[src/rtl/dtws_pkg.sv]
package dtws_pkg;

    localparam int TABLE_ENTRIES = 32;
    localparam int IDX_W = (TABLE_ENTRIES > 1) ? $clog2(TABLE_ENTRIES) : 1;
    // Width used to compare an entry number against the start index
    localparam int CMP_W = 9;

    localparam int IN_W  = 80;
    localparam int OUT_W = 72;

    // Operation codes
    localparam logic [1:0] ACT_INSERT = 2'd0;
    localparam logic [1:0] ACT_CLASS  = 2'd1;
    localparam logic [1:0] ACT_POS    = 2'd2;

    // Result status codes
    localparam logic [1:0] ST_OK   = 2'd0;
    localparam logic [1:0] ST_NONE = 2'd1;
    localparam logic [1:0] ST_FULL = 2'd2;

    typedef struct packed {
        logic [7:0]  cls_code;
        logic [7:0]  subclass_code;
        logic [15:0] vendor_code;
        logic [15:0] device_code;
        logic [7:0]  bus_number;
        logic [4:0]  slot_number;
        logic [2:0]  fn_number;
    } rec_t;

    // Operation travelling down the chain, with the result gathered so far
    typedef struct packed {
        logic [1:0]        action;
        logic [5:0]        previous_index;
        logic [8:0]        cls_code;
        logic [8:0]        subclass_code;
        logic [8:0]        bus_number;
        logic [5:0]        slot_number;
        logic [3:0]        fn_number;
        logic [15:0]       vendor_code;
        logic [15:0]       device_code;
        logic              done;
        logic [IDX_W-1:0]  res_idx;
        rec_t              res_rec;
    } tok_t;

endpackage

[src/rtl/dtws_cell.sv]
module dtws_cell
(
    input  logic                          clk,
    input  logic                          rst_n,
    input  logic                          en,
    input  logic [dtws_pkg::IDX_W-1:0]    cell_idx,
    input  logic                          tok_in_valid,
    input  dtws_pkg::tok_t                tok_in,
    output logic                          tok_out_valid,
    output dtws_pkg::tok_t                tok_out
);

    logic            entry_valid_reg;
    dtws_pkg::rec_t  entry_rec_reg;
    logic            tok_valid_reg;
    dtws_pkg::tok_t  tok_reg;
    dtws_pkg::tok_t  tok_next;

    dtws_pkg::rec_t  new_rec;
    logic            in_range;
    logic            cls_hit;
    logic            sub_hit;
    logic            bus_hit;
    logic            slot_hit;
    logic            fn_hit;
    logic            live;
    logic            do_insert;
    logic            do_hit;

    // Record built from the insert fields, cut to their stored widths
    always_comb
    begin
        new_rec.cls_code      = tok_in.cls_code[7:0];
        new_rec.subclass_code = tok_in.subclass_code[7:0];
        new_rec.vendor_code   = tok_in.vendor_code;
        new_rec.device_code   = tok_in.device_code;
        new_rec.bus_number    = tok_in.bus_number[7:0];
        new_rec.slot_number   = tok_in.slot_number[4:0];
        new_rec.fn_number     = tok_in.fn_number[2:0];
    end

    // Search window: a negative start covers every entry
    assign in_range = tok_in.previous_index[5]
                   || (dtws_pkg::CMP_W'(cell_idx) >
                       dtws_pkg::CMP_W'(tok_in.previous_index[4:0]));

    // Field compares; all ones is the wildcard, other negatives never match
    assign cls_hit  = (tok_in.cls_code == 9'h1FF)
                   || (tok_in.cls_code == {1'b0, entry_rec_reg.cls_code});
    assign sub_hit  = (tok_in.subclass_code == 9'h1FF)
                   || (tok_in.subclass_code == {1'b0, entry_rec_reg.subclass_code});
    assign bus_hit  = (tok_in.bus_number == 9'h1FF)
                   || (tok_in.bus_number == {1'b0, entry_rec_reg.bus_number});
    assign slot_hit = (tok_in.slot_number == 6'h3F)
                   || (tok_in.slot_number == {1'b0, entry_rec_reg.slot_number});
    assign fn_hit   = (tok_in.fn_number == 4'hF)
                   || (tok_in.fn_number == {1'b0, entry_rec_reg.fn_number});

    assign live      = tok_in_valid && !tok_in.done;
    assign do_insert = live && (tok_in.action == dtws_pkg::ACT_INSERT) && !entry_valid_reg;
    assign do_hit    = live && entry_valid_reg && in_range
                    && (((tok_in.action == dtws_pkg::ACT_CLASS) && cls_hit && sub_hit)
                     || ((tok_in.action == dtws_pkg::ACT_POS) && bus_hit && slot_hit
                         && fn_hit));

    // Claim the operation at this entry
    always_comb
    begin
        tok_next = tok_in;
        if (do_insert || do_hit)
        begin
            tok_next.done    = 1'b1;
            tok_next.res_idx = cell_idx;
            tok_next.res_rec = do_insert ? new_rec : entry_rec_reg;
        end
    end

    // Control state
    always_ff @(posedge clk or negedge rst_n)
    begin
        if (!rst_n)
        begin
            entry_valid_reg <= 1'b0;
            tok_valid_reg   <= 1'b0;
        end
        else if (en)
        begin
            tok_valid_reg <= tok_in_valid;
            if (do_insert)
            begin
                entry_valid_reg <= 1'b1;
            end
        end
    end

    // Payload: hand the transaction on and store an inserted record
    always_ff @(posedge clk)
    begin
        if (en)
        begin
            tok_reg <= tok_next;
            if (do_insert)
            begin
                entry_rec_reg <= new_rec;
            end
        end
    end

    assign tok_out_valid = tok_valid_reg;
    assign tok_out       = tok_reg;

endmodule

[config.mk]
export PLATFORM = sky130hd
export DESIGN_NAME = dtws_cell
export DESIGN_NICKNAME = d
export VERILOG_FILES = /design/src/rtl/dtws_pkg.sv /design/src/rtl/dtws_cell.sv
export SDC_FILE = /design/constraint.sdc
export NUM_CORES = 1
export LEC_CHECK = 0
export BUFFER_PORTS_ARGS = -buffer_cell sky130_fd_sc_hd__buf_4
export CORE_MARGIN = 2
export CORE_UTILIZATION = 43
export CTS_CLUSTER_DIAMETER = 40
export DETAILED_ROUTE_END_ITERATION = 12
export MAX_ROUTING_LAYER = met4
export PLACE_DENSITY = 0.82
export SLEW_MARGIN = 20
export SYNTH_ARGS = -nofsm -noshare
export SYNTH_HDL_FRONTEND = slang
export SYNTH_SLANG_ARGS = --single-unit
[constraint.sdc]
create_clock -name clk -period 2.2 [get_ports clk]
set_input_delay 0.33 -clock clk [delete_from_list [all_inputs] [get_ports clk]]
set_output_delay 0.33 -clock clk [all_outputs]
set_load 0.01 [all_outputs]
==> run metrics, run 1 <==
FFs w/ async S/R, synth less than 1%; first-pass GRT wire length 32550 um; CP max FO 37; reg2reg setup slack -0.24 ns; clock-pin slew on the worst setup and hold paths 0.06 ns; area grow syn2layout 52.34%; Sequential Power Share 44.9%; total grt overflow 0; Yosys cell types 29; Worst Tran Pin Value ~0.44 ns; initial core utilization 43.39%; VDD IR max 0.5985 mV; Slew Viols, Final 0; core area 20040 um2; initial antenna violation count 0; Power Internal 8.543 mW; Top-Level Pins 304; clock root cell clkbuf_16; H-Tree Depth 1; max FFs per register 147; dpl cell area about 12000 um2; status finished, violations left; Fin Clk Skew about 0.014 ns; Die H 146.2 um; max_slew headroom 70.90%; Top Usage Layer GRT met2; design area 13250 um2; # fillers 1388; Comb power frac roughly an eighth; # port buffers 303; largest area contributor in the netlist edfxtp_1; Antenna Diode Count 0; Tot Pwr 10.93 mW; Die ar. 21370 um2; sw frac 21.85%; Sw Pwr 2.389 mW; DP HPWL 14740 um; crit path kind reg -> reg; Setup-failing EPs final 69; routed via count 5673; DRT iter0 DRCs 177; f_max 0.4101 GHz; fin crit share 110.8%; max-cap viol count 0; GR Util met3 around 4.9%; failing checks setup timing; vias in the first global route between 5000 and 6000; CTS tree done; vias per inst 4.924; RD Place Congestion 0.8133; row count 52; P_leak around 5.5 nW; Mapped Area 8695 um2; top-area cell type share of the netlist area 72.87%; synthesis-stage register bit count 213; Sink Count approximately 210; Inserted Clock Buffers 29; Crit path required time 2.46 ns; Arrival @ worst endpoint 2.70 ns; M1 GR Usage approximately 22%; Avg Cell Area, Syn 19.15 um2; final WL 21330 um; Clock Tree Buf Depth 3; Power Density 825.3 nW/um2; largest net degree at the start of global routing 48; Clock power frac between 40% and 50%; clock latency at the later pin of the worst-skew pair 0.52 ns; pre-CTS setup slack -0.4324 ns; Crit. End Element flip-flop; minimum clock period after layout 2.439 ns; DRC 0; Main synth FF type edfxtp_1; RSZ-0062 raised after global routing true; antenna violation net count after detailed routing 0; post-route setup slack -0.2386 ns; number of flops mapped to enable cells by yosys 211; Startpoint Class flip-flop; post-synthesis sequential area ratio between 70% and 80%; layout cells sized above 1 61.68%; Mapped Nets around 620; met2 Usage GRT 35.35%; Hold Fails Final Rpt 0; Hold Path Class in -> reg; drt first pass iters 4; Synthesis Warnings 0; routed len/inst 18.51 um; nets 1024; gr usage total 19.89%; Area contributors post-synth edfxtp_1 (73%), mux2_2 (17%), xor2_1 (3.0%); post-layout util 66.10%; Die X 146.2 um; cell count after synthesis 454
[metal layers]
layer  part of all wire [%]  up-vias
met3                    7.3       44
met4                    2.5        0
met2                     53      251
met5                      0        -
li1                       -     2621
met1                     38     2757
[through the flow]
step | instances | hold WS, ns | TNS [ns]
floorplan | 454 | 0.03441 | -6.019
global placement | 1057 | 0.1176 | -20.68
detailed placement | 1057 | 0.1185 | -26.27
CTS | 1149 | 0.002518 | -14.96
global route | 1152 | 0.001171 | -20.85
finish | 1152 | 0.02986 | -12.40
[synthesized netlist by cell type (3+ instances only)]
cell and n:
nor4_1 6, ha_1 5, nor2_1 4, nand3_1 7, mux2_4 6, mux2_2 128, a31oi_1 3, xor2_1 30
nand4_1 6, nand2_1 3, edfxtp_1 211, a21oi_1 4, nor3_1 4, buf_6 7, inv_1 7, clkbuf_1 7
[critical path, stage by stage, from the launching register on]
cell      delay [ns]
edfxtp_1        0.39
xor2_1          0.17
nor4_2          0.33
a31oi_2         0.16
o41ai_4         0.44
a41oi_4         0.09
buf_12          0.22
mux2_4          0.33
[worst paths after layout]
check / cells after the start / from / to
max: 7 / entry_rec_reg[56] / tok_out[39]
min: 1 / tok_in[125] / tok_out[125]
max reg2reg: 7 / entry_rec_reg[56] / tok_out[39]
min reg2reg: 1 / tok_out_valid / tok_out_valid
max in group asynchronous: 2 / rst_n / entry_valid_reg
min in group asynchronous: 2 / rst_n / tok_out_valid
[kinds of logic (layout without fill, tap and decap cells)]
family / after synthesis / in the layout / synth area share (%)
flops: 213 / 213 / 73.45
mux: 134 / 134 / 17.61
simple gates: 35 / 35 / 2.231
xor+xnor: 30 / 30 / 3.022
buf+inv: 21 / 449 / 1.511
compound gates: 16 / 16 / 1.454
fa+ha+maj: 5 / 5 / 0.7195
[cells in the final DEF (no fill, tap or decap), drive strengths merged, types with 2 or more instances in the layout]
| cell | count |
|---|---|
| nand2 | 3 |
| clkinvlp | 3 |
| dfrtp | 2 |
| nor3 | 4 |
| mux2 | 134 |
| a21oi | 4 |
| ha | 5 |
| a31oi | 3 |
| nand2b | 2 |
| bufinv | 5 |
| clkbuf | 30 |
| clkinv | 9 |
| nor4 | 6 |
| o41ai | 2 |
| dlygate4sd3 | 44 |
| nor2 | 4 |
| edfxtp | 211 |
| xor2 | 30 |
| inv | 11 |
| nand4 | 6 |
| o21ai | 2 |
| buf | 347 |
| nand3 | 7 |
[repair_timing]
item                                    in CTS  in global routing
hold buffers                                42                  2
pin swaps                                    0                  1
endpoints found under the setup margin      69                 70
gates resized for setup                      0                  7
endpoints found under the hold margin       43                  2
setup buffers                                0                  1
[layout make-up]
| type | count | area (um2) | share of cell area (%) |
|---|---|---|---|
| inverters | 7 | 43.79 | 0.3306 |
| clock buffers | 29 | 725.7 | 5.479 |
| clock inverters | 21 | 261.5 | 1.974 |
| well taps | 270 | 337.8 | 2.551 |
| flip-flops and latches | 213 | 6386 | 48.21 |
| multi-input cells | 220 | 2340 | 17.66 |
| repair buffers | 392 | 3151 | 23.79 |
[power groups by stage]
| stage | logic [mW] | clock network, mW | registers (mW) |
|---|---|---|---|
| 2_1_floorplan | 0.323 | 0 | 5.08 |
| 3_3_place_gp | 1.18 | 0 | 4.97 |
| 3_5_place_dp | 1.21 | 0 | 4.99 |
| 4_1_cts | 1.28 | 4.82 | 4.91 |
| 5_1_grt | 1.38 | 4.97 | 4.93 |
| 6_report | 1.29 | 4.74 | 4.91 |
Power figures use the tool's default switching activity.
==> run 2: changes to the inputs <==
Settings changed: CORE_UTILIZATION 43 to 45, PLACE_DENSITY 0.82 to 0.85, SETUP_SLACK_MARGIN set to 0.3.
==> run 2 against run 1 <==
  * The run still ends with setup timing left
  * First-iteration DRC count grew 31%
  * Critical path depth is the same
  * Clock power up 6.8%
  * Clock-buffer cell count rose by 7
  * Critical endpoint is now tok_out[19]
==> run metrics, run 2 (synthesis results as in run 1) <==
Top-Level Pins ~300; post-route setup slack -0.1827 ns; nets 1034; row count 50; area grow syn2layout 53.91%; antenna violation net count after detailed routing 0; Setup TNS -10.12 ns; clock latency at the later pin of the worst-skew pair 0.54 ns; design area 13380 um2; Comb power frac 11.7%; Sequential Power Share a little over two fifths; Die H ~140 um; Inserted Clock Buffers 31; dpl cell area 11730 um2; Fin Clk Skew roughly 0.027 ns; R2R depth 7; initial core utilization 46.17%; core area between 15000 and 20000 um2; RSZ-0062 raised after global routing true; pre-CTS setup slack -0.4044 ns; crit path kind reg -> reg; reg2reg end tok_out[19]; vias in the first global route roughly 6300; minimum clock period after layout approximately 2.4 ns; DRC 0; largest net degree at the start of global routing 64; Power Internal 8.848 mW; routed len/inst 19.72 um; Worst Tran Pin Value 0.5644 ns; final std cells w/o fill 1155; max_slew headroom about 62%; initial antenna violation count 0; RD Place Congestion approximately 0.83; layout cells sized above 1 60.45%; max FFs per register 147; first-pass GRT wire length 33490 um; total grt overflow 0; Crit path required time 2.48 ns; Sw Pwr around 2.4 mW; Tot Pwr 11.29 mW; failing checks setup timing; most frequent cells in the layout buf_4 (336), edfxtp_1 (211), mux2_2 (111); routed via count 5802; hold slack 0.03249 ns; gr usage total 22.29%; H-Tree Depth 1; Startpoint Class flip-flop; Die X 143 um; Sink Count 213; Worst setup startpoint entry_rec_reg[57]; DRT iter0 DRCs 232; Crit. End Element flip-flop; number of setup buffers added after CTS 0; status finished, violations left; Power Density 843.7 nW/um2; commonest non-fill, non-tap cell in the layout buf_4; drt first pass iters 4; Antenna Diode Count 0; clock root cell clkbuf_16; fin crit share 108.3%; Clock Tree Buf Depth 3; vias per inst approximately 5; CTS tree done; reg2reg setup slack -0.18 ns; reg2reg start entry_rec_reg[57]; Hold Path Class in -> reg; Setup-failing EPs final between 60 and 70; DP HPWL roughly 15000 um; dpl cells 1044; # fillers 1154; P_leak 5.516 nW; max-cap viol count 0; # port buffers roughly 300; Hold Fails Final Rpt 0; sw frac 21.63%; CP max FO 35; Die ar. 20450 um2; final WL 22780 um; Clock power frac 44.9%; Arrival @ worst endpoint 2.66 ns; clock-pin slew on the worst setup and hold paths 0.05 ns; f_max roughly 0.42 GHz; Slew Viols, Final 0; VDD IR max 0.6930 mV; CP endpoint tok_out[19]; post-layout util between 70% and 80%
-- run 2: cell types whose count changed in the layout (fill, tap and decap cells not counted), sizes merged --
| cell | before | now |
|---|---|---|
| buf | 347 | 343 |
| bufinv | 5 | 6 |
| clkbuf | 30 | 37 |
| clkinv | 9 | 8 |
| clkinvlp | 3 | 1 |
| dlygate4sd3 | 44 | 56 |
-- run 2: area by class of cell --
class	count	area, um2	area share (%)
Timing Repair Buffer	400	3237	24.19
Tap cell	260	325.3	2.431
Clock buffer	36	794.5	5.937
Clock inverter	19	272.8	2.038
Multi-Input combinational cell	220	2322	17.35
Sequential cell	213	6386	47.72
Inverter	7	43.79	0.3273
-- run 2: repair_timing --
action | in CTS | in global routing
hold buffers | 55 | 1
endpoints found under the setup margin | 70 | 70
gates cloned | 0 | 0
gates resized for setup | 0 | 4
endpoints found under the hold margin | 56 | 1
pin swaps | 0 | 3
-- run 2: power by group through the flow --
stage	clock network [mW]	registers (mW)	logic (mW)
floorplan	0	5.08	0.323
global placement	0	4.97	1.18
detailed placement	0	4.98	1.21
CTS	5.15	4.91	1.30
global route	5.32	4.93	1.40
finish	5.06	4.91	1.32
-- run 2: how the worst min path moves through the flow --
stage	from	endpoint	depth (start not counted)
after CTS	tok_in[126]	tok_out[126]	1
after floorplan	rst_n	entry_valid_reg	0
final	tok_in[126]	tok_out[126]	1
after global placement	rst_n	tok_out_valid	1
after global routing	tok_in[126]	tok_out[126]	1
after detailed placement	rst_n	tok_out_valid	1
-- run 2: metal layers --
metal  track usage [%]  part of all wire (%)  vias up
met3             5.902                   8.0       58
li1                  -                     -     2644
met4             8.494                   3.5        0
met1             23.79                    35     2833
met2             39.59                    53      267
met5                 -                     0        -
-- run 2: critical path: stages, from the launching register on --
cell	delay, ns
edfxtp_1	0.40
xor2_1	0.17
nor4_2	0.27
a31oi_1	0.17
o41ai_2	0.46
a41oi_4	0.09
buf_12	0.22
mux2_4	0.33
==> run 3: changes to the inputs <==
Settings changed: CTS_BUF_LIST set to sky130_fd_sc_hd__clkbuf_8 sky130_fd_sc_hd__clkbuf_16.
==> run 3 against run 2 <==
  * The run still ends with setup timing left
  * Combinational power is essentially flat
  * Global-route usage is the same
  * Clock skew shrank 0.00087 ns
  * Worst hold slack is essentially flat
  * Sequential share of layout area is the same
  * Core utilization is the same
  * Clock-buffer cell count shrank 5
  * Non-clock buffer count is the same
  * Routed wire length is essentially flat
  * Largest cell class unchanged
==> run metrics, run 3 (synthesis results as in run 1) <==
clock-pin slew on the worst setup and hold paths 0.05 ns; post-route setup slack -0.1859 ns; DP HPWL 14850 um; total grt overflow 0; initial core utilization 46.17%; H-Tree Depth 1; Arrival @ worst endpoint 2.67 ns; reg2reg start entry_rec_reg[57]; first-pass GRT wire length 33490 um; vias in the first global route 6298; Power Density 841.9 nW/um2; Top-Level Pins approximately 300; Antenna Diode Count 0; Sink Count 213; P_leak 5.536 nW; CP max FO 35; routed len/inst 19.73 um; status finished, violations left; Slew Viols, Final 0; row count 50; Crit path required time 2.48 ns; crit path kind reg -> reg; RD Place Congestion 0.8296; RSZ-0062 raised after global routing true; number of setup buffers added after CTS 0; Multi-input gate area about 2300 um2; minimum clock period after layout between 2 and 2.5 ns; Hold Fails Final Rpt 0; commonest non-fill, non-tap cell in the layout buf_4; reg2reg setup slack -0.19 ns; max FFs per register around 150; most frequent cells in the layout buf_4 (336), edfxtp_1 (211), mux2_2 (111); Worst Tran Pin Value 0.5650 ns; core area 18830 um2; hold path cells 1; Die ar. 20450 um2; # port buffers 303; Worst setup startpoint entry_rec_reg[57]; final std cells w/o fill 1155; VDD IR max 0.6941 mV; Crit. End Element flip-flop; R2R depth 7; Die H around 140 um; area occupied by registers 6386 um2; design area approximately 13000 um2; DRC 0; Die X 143 um; clock latency at the later pin of the worst-skew pair 0.54 ns; clock root cell clkbuf_16; max-cap viol count 0; DRT iter0 DRCs 225; failing checks setup timing; Inserted Clock Buffers 31; routed via count 5805; drt first pass iters 5; largest net degree at the start of global routing 64; Startpoint Class flip-flop; # fillers 1154; gr usage total 22.29%; dpl cells between 1000 and 1500; f_max between 0.4 and 0.5 GHz; vias per inst 5.026; CTS tree done; Setup-failing EPs final just under 70; Fin Clk Skew 0.02612 ns; nets 1034; fin crit share 108.5%; min-delay src tok_in[126]; initial antenna violation count 0; dpl cell area 11730 um2; area grow syn2layout 53.91%; final WL around 23000 um; Hold Path Class in -> reg; antenna violation net count after detailed routing 0; layout cells sized above 1 between 60% and 70%; max_slew headroom between 60% and 70%; Clock Tree Buf Depth 3
-- run 3: timing repair --
| item | in CTS | in global routing |
|---|---|---|
| pin swaps | 0 | 3 |
| gates cloned | 0 | 0 |
| hold buffers | 55 | 1 |
| endpoints found under the setup margin | 70 | 70 |
| endpoints found under the hold margin | 56 | 1 |
| gates resized for setup | 0 | 4 |
-- run 3: where the power goes --
| group | switching, mW | internal, mW | leakage, nW | total (mW) |
|---|---|---|---|---|
| clock | 1.77 | 3.27 | 0.542 | 5.04 |
| sequential | 0.103 | 4.81 | 2.09 | 4.91 |
| combinational | 0.569 | 0.748 | 2.91 | 1.32 |
-- run 3: metrics by stage --
| step | worst slack [ns] | total power [mW] | hold slack [ns] | setup TNS (ns) | util [%] |
|---|---|---|---|---|---|
| floorplan | -0.09005 | 5.401 | 0.03441 | -6.019 | - |
| global placement | -0.3359 | 6.154 | 0.1184 | -21.54 | 62.31 |
| detailed placement | -0.4044 | 6.199 | 0.1169 | -25.47 | 62.31 |
| CTS | -0.2059 | 11.34 | 0.003525 | -12.16 | 70.90 |
| global route | -0.3172 | 11.64 | 0.008453 | -19.97 | 71.06 |
| finish | -0.1859 | 11.27 | 0.03237 | -10.13 | 71.06 |
-- run 3: cell type report --
cell class	count	share of cell area [%]
Sequential cell	213	47.72
Timing Repair Buffer	400	24.19
Multi-Input combinational cell	220	17.35
Clock buffer	31	5.797
Tap cell	260	2.431
Clock inverter	24	2.179
Inverter	7	0.3273
-- run 3: path summary, 6_finish.rpt --
path / endpoint
worst max-delay path: tok_out[19]
worst min-delay path: tok_out[126]
worst max register to register: tok_out[19]
worst min register to register: tok_out_valid
max in group asynchronous: entry_valid_reg
min in group asynchronous: tok_out_valid
-- run 3: layer usage --
metal,global-route usage (%),vias up,part of all wire [%]
met2,39.59,278,53
met4,8.494,0,3.5
li1,-,2644,-
met1,23.79,2827,35
met5,-,-,0
met3,5.902,56,7.9
-- run 3: worst max-delay path: stages (launching register included) --
cell and delay, ns:
edfxtp_1 0.40, xor2_1 0.17, nor4_2 0.27, a31oi_1 0.17, o41ai_2 0.46, a41oi_4 0.09, buf_12 0.22, mux2_4 0.34
